`src/hw/rtl/rtl_pkg.sv`:
```
// Package for the IPv6 route table: types, command codes, mask function.
// No dependencies.
package rtl_pkg;

  localparam int unsigned TableDepthDef = 64;

  typedef enum logic [1:0] {
    CMD_INSERT = 2'd0,
    CMD_DELETE = 2'd1,
    CMD_LOOKUP = 2'd2,
    CMD_NOP    = 2'd3
  } cmd_e;

  typedef enum logic [2:0] {
    ST_IDLE,
    ST_PRIME,
    ST_SCAN,
    ST_WRITE,
    ST_FETCH,
    ST_FETCH2,
    ST_REPLY
  } state_e;

  // One table row as stored in memory.
  typedef struct packed {
    logic [63:0] addr_hi;
    logic [63:0] addr_lo;
    logic [7:0]  len;
    logic [63:0] nh_hi;
    logic [63:0] nh_lo;
    logic [7:0]  if_idx;
    logic [7:0]  rtype;
  } entry_t;

  localparam int unsigned EntryW = $bits(entry_t);

  // Controller to datapath commands.
  typedef struct packed {
    logic capture;   // latch the input item
    logic scan_clr;  // restart scan bookkeeping
    logic scan_en;   // evaluate the row read last cycle
    logic wr_en;     // write current item into target slot
    logic inv_en;    // clear the valid bit of the found slot
    logic fetch;     // read the best row
    logic res_load;  // build the result
  } ctl_t;

  // Datapath to controller status.
  typedef struct packed {
    logic [1:0] cmd;
    logic found;
    logic free_ok;
  } sts_t;

  // Prefix mask for a 128-bit address; lengths above 128 saturate.
  function automatic logic [127:0] prefix_mask(input logic [7:0] len);
    logic [127:0] m;
    m = '1;
    if (len == 8'd0) begin
      m = '0;
    end else if (len < 8'd128) begin
      m = ~('1 >> len);
    end
    return m;
  endfunction

endpackage

```
`src/hw/rtl/rtl_ctrl.sv`:
```
// Controller state machine for the IPv6 route table.
// Depends on rtl_pkg.
module rtl_ctrl import rtl_pkg::*; (
  input  logic clk_i,
  input  logic rst_ni,
  input  logic in_valid_i,
  output logic in_ready_o,
  input  logic res_busy_i,
  input  sts_t sts_i,
  input  logic scan_last_i,
  output ctl_t ctl_o
);
  state_e state_q, state_d;

  always_ff @(posedge clk_i or negedge rst_ni) begin
    if (!rst_ni) begin
      state_q <= ST_IDLE;
    end else begin
      state_q <= state_d;
    end
  end

  // Next state
  always_comb begin
    state_d = state_q;
    case (state_q)
      ST_IDLE:   if (in_valid_i && !res_busy_i) state_d = ST_PRIME;
      ST_PRIME:  state_d = ST_SCAN;
      ST_SCAN: begin
        if (scan_last_i) begin
          if (sts_i.cmd == CMD_LOOKUP) state_d = ST_FETCH;
          else if (sts_i.cmd == CMD_INSERT || sts_i.cmd == CMD_DELETE) state_d = ST_WRITE;
          else state_d = ST_REPLY;
        end
      end
      ST_WRITE:  state_d = ST_REPLY;
      ST_FETCH:  state_d = ST_FETCH2;
      ST_FETCH2: state_d = ST_REPLY;
      ST_REPLY:  state_d = ST_IDLE;
      default:   state_d = ST_IDLE;
    endcase
  end

  // Outputs
  always_comb begin
    ctl_o = '0;
    in_ready_o = 1'b0;
    case (state_q)
      ST_IDLE: begin
        in_ready_o = !res_busy_i;
        ctl_o.capture = in_valid_i && !res_busy_i;
        ctl_o.scan_clr = 1'b1;
      end
      ST_SCAN:  ctl_o.scan_en = 1'b1;
      ST_WRITE: begin
        ctl_o.wr_en  = (sts_i.cmd == CMD_INSERT) && (sts_i.found || sts_i.free_ok);
        ctl_o.inv_en = (sts_i.cmd == CMD_DELETE) && sts_i.found;
      end
      // hold the best row address so the reply sees that row
      ST_FETCH:  ctl_o.fetch = 1'b1;
      ST_FETCH2: ctl_o.fetch = 1'b1;
      ST_REPLY:  ctl_o.res_load = 1'b1;
      default: ;
    endcase
  end
endmodule

```
`config.mk`:
```
export PLATFORM = sky130hd
export DESIGN_NAME = rtl_ctrl
export DESIGN_NICKNAME = d
export VERILOG_FILES = /design/src/hw/rtl/rtl_pkg.sv /design/src/hw/rtl/rtl_ctrl.sv
export SDC_FILE = /design/constraint.sdc
export NUM_CORES = 1
export LEC_CHECK = 0
export ABC_CLOCK_PERIOD_IN_PS = 900
export BUFFER_PORTS_ARGS = -buffer_cell sky130_fd_sc_hd__buf_2
export CORE_AREA = 2 2 39 41
export DETAILED_ROUTE_END_ITERATION = 8
export DIE_AREA = 0 0 41 43
export SLEW_MARGIN = 5
export SYNTH_ARGS = -nofsm -noshare
export SYNTH_HDL_FRONTEND = slang
export SYNTH_SLANG_ARGS = --single-unit
export TNS_END_PERCENT = 10
```
`constraint.sdc`:
```
create_clock -name clk_i -period 0.9 [get_ports clk_i]
set_input_delay 0.18 -clock clk_i [delete_from_list [all_inputs] [get_ports clk_i]]
set_output_delay 0.18 -clock clk_i [all_outputs]
set_load 0.05 [all_outputs]
```
**Word level (Yosys, flattened, before mapping)**

Cells that the tools add are included.

- Register bits after elaboration: 3
- Latch bits: 0
- Memory bits (writable): 0
- Memory bits (read-only): 0
- Input bits: 9
- Output and inout port bits: 8
- Word-level logic and storage cells: 33
- Memories kept: 0

- $add $sub $neg: 0
- $mul: 0
- Divide/modulo/power cells: 0
- Order comparisons: 0
- Equality and inequality tests: 10
- Shift operators: 0
- Multiplexer cells: 11
- Bitwise logic cells: 0
- Reduce and logical (&&, ||, !) cells: 11

Operators by type and width:

| operator | number |
|---|---|
| $pmux 3 s5 | 1 |
| $mux 3 | 4 |
| $eq 3x3->1 const B | 3 |
| $eq 3x2->1 const B | 2 |
| $mux 1 | 4 |
| $mux 2 | 2 |
| $ne 2x2->1 const B | 2 |
| $reduce_or 2->1 | 2 |
| $eq 3x1->1 const B | 1 |
| $logic_and 1x1->1 | 3 |
| $logic_not 3->1 | 1 |
| $eq 2x1->1 const B | 1 |
| $eq 2x2->1 const B | 1 |
| $logic_not 2->1 | 1 |
| $logic_or 1x1->1 | 2 |
| $reduce_and 2->1 | 1 |
| $logic_not 1->1 | 1 |

**Logic depth before layout (Yosys ltp)**

- Word-level depth: 6
- Mapped depth: 4
- Depth with buffers taken out: 3

**Least setup slack after synthesis**

Ideal clock, no wire load.

- Kind: register -> output
- Start: register state_q[0]
- End: output port ctl_o[6] in the netlist's numbering
- Data arrival time: 2.016 ns
- Required time: 0.720 ns
- Slack: -1.296 ns
- Cell stages (with the launch flop): 3
- Path buffers: 1
- Cell sequence: dfrtp_1 -> buf_4 -> nor4_1

RTL lines:

| item | RTL line | text |
|---|---|---|
| from (decl) | rtl_ctrl.sv:13 | `state_e state_q, state_d;` |
| from (signal assigned) | rtl_ctrl.sv:19 | `state_q <= state_d;` |
| to (decl) | rtl_ctrl.sv:11 | `output ctl_t ctl_o` |

==> results.toml <==
[worst_setup_path]
crit_type = "reg -> out"
crit_fanout = 2
endpoint_kind = "primary output"
r2r_cells = 4
worstPathRequired_ps = 720
start_kind = "flip-flop"
crit_arrival_ps = 1310

[yosys]
synth_compound_area_share_pct = 13.09
synth_top_area_share_pct = 31.41
muxShareOfSynthArea_pct = 0
synth_edf_count = 0
netlist_area_um2 = 239.0
synth_ff_type = "dfrtp_1"
synth_simple_gate_area_share_pct = 47.64
syn_inst = 28
synth-seq-cells = 3
ys_types = 19
synth-warning-count = 0
avgSynthCellArea_um2 = 8.535
synth_top_family_by_area = "simple AND/OR/NAND/NOR gates"
ys_seq_area_share_pct = 31.41
ys_top_cells_by_area = "dfrtp_1 (31%), nor2_1 (7.9%), nor3b_4 (7.9%)"
synthXorXnorAreaFrac_pct = 0
async_reset_ff_share_pct = 100.0
syn-num-nets = 37
synth_fa_ha_area_share_pct = 0
yosysTopAreaCell = "dfrtp_1"

[clock_tree]
path_clk_slew_ps = 40
cts_made_buffers = 3
htree_levels = 1
root_buffer = "clkbuf_4"
insertion_delay_ps = 230
cts_tree = "yes"
cts.sinks = 3
ctsLongestPathBuffers = 2

[cells_and_area]
largest_register = "state_q"
largest_reg_flops = 3
multi_input_area_um2 = 201.4
layout_common_cells = "buf_6 (9), buf_2 (8), buf_4 (8), nor2_2 (3), clkbuf_4 (3)"
antennaDiodeCount = 0
final_common_cell = "buf_6"
final_nets = 66
final_area_um2 = 535.5
fin_util_pct = 38.70
nFillCells = 145
top_regs = "state_q x3"
area_growth_pct = 124.1
seqCellArea_um2 = 76.32
drive_gt1_share_pct = 73.21

[route]
routedWlPerCell_um = 10.56
viasPerCell = 4.389
antenna_left = 0
drt_iter0_drc = 5
via_count = 316
drt_pass1_iterations = 4
routed_wl_um = 760
remaining_drc_errors = 0

[hold_path]
min_path_cells = 2
hp-class = "in -> reg"

[global_routing]
grt_pass1_wl_um = 1304
antenna_found_initial = 0
grt_use_total_pct = 11.96
grt_pass1_vias = 315
grt_overflow = 0
grt_max_degree = 9

[timing]
grt_setup_unrepaired = "yes"
tightest_slew_ps = 219.5
hold_viol = 0
fmax_mhz = 672.1
slew_headroom_pct = 85.28
finalSetupViolCount = 11
period_minus_slack_ps = 1488
fin_crit_sh_pct = 165.3
fin_ws_ps = -587.9
fin_skew_ps = 0.8439
timing_max_transition_violations_final = 0

[placed_design]
place_congestion = 0.7156
dpl-instance-area_um2 = 437.9
io_buffers = 16
dp_hpwl_um = 548.9

[floorplanning]
ioPinCount = 17
die_area_um2 = 1763
die_h_um = 43
start_util_pct = 17.27
coreArea_um2 = 1384
die_w_um = 41
rows = 14

[flow_run]
maxCapViolCount = 0

[power_and_ir_drop]
irDropWorstVdd_uv = 2134
leakage_uw = 0.0002389
power_density_nw_per_um2 = 3551

[status]
violations = "negative setup slack"
status = "complete, but fails checks"
==> cells in the mapped netlist (2+ instances only) <==
cell	count
nand2_1	2
nor2_1	5
nor4_1	2
dfrtp_1	3
nand2b_1	2
==> worst max-delay path: stages (launching register included) <==
cell and delay, ps:
dfrtp_2 410, nor3b_4 200, nand2_2 100, nor3_4 190, buf_6 180
==> power breakdown <==
| group | total, uW | switching [uW] | internal [uW] | leakage [uW] |
|---|---|---|---|---|
| Combinational | 1420 | 825 | 596 | 0.000188 |
| Clock | 239 | 73.0 | 166 | 0.0000150 |
| Sequential | 242 | 41.8 | 200 | 0.0000362 |
| Total | 1900 | 940 | 962 | 0.000239 |
==> kinds of logic (layout without fill, tap and decap cells) <==
logic type | Yosys count | in the layout
AOI/OAI and AO/OA | 5 | 5
buffers and inverters | 2 | 30
DFF | 3 | 3
and+or+nand+nor | 18 | 18
==> path summary, 6_finish.rpt <==
check / from / endpoint / slack, ps
min in group asynchronous: rst_ni / state_q[1] / 270
setup reg to reg: state_q[2] / state_q[2] / -210
setup / recovery: state_q[2] / ctl_o[3] / -590
max in group asynchronous: rst_ni / state_q[2] / 510
hold reg to reg: state_q[1] / state_q[0] / 670
hold / removal: scan_last_i / state_q[1] / 170
==> layout make-up <==
type,count,share of cell area [%]
Timing Repair Buffer,26,39.49
Clock buffer,4,4.907
Sequential cell,3,14.25
Tap cell,16,3.738
Multi-Input combinational cell,23,37.62
==> repair_timing <==
item                                    in CTS  in global routing
endpoints found under the setup margin      11                 11
gates resized for setup                     18                  2
hold buffers                                 1                  0
buffers inserted                             0                  0
endpoints found under the hold margin        3                  0
pin swaps                                    1                  0
==> stage by stage <==
stage	total power (uW)	worst slack [ps]	std cells	TNS [ps]	hold slack, ps
after detailed placement	1456	-423.7	67	-3254	-19.99
after floorplan	1141	-530.7	28	-3291	-115.6
after global placement	1452	-404.6	67	-3121	-20.52
after CTS	1911	-601.6	72	-4718	169.7
final	1901	-587.9	72	-4544	173.0
after global routing	2029	-667.3	72	-5116	184.3
==> routing by layer <==
layer  global-route usage (%)  routed length, um  vias up
met2                    16.56                409       19
li1                         -                  -      153
met1                    13.23                285      144
met3                    5.236                 65        0
met5                        0                  0        -
met4                    10.00                  0        0
No activity file was read; power rests on OpenSTA's default activity.
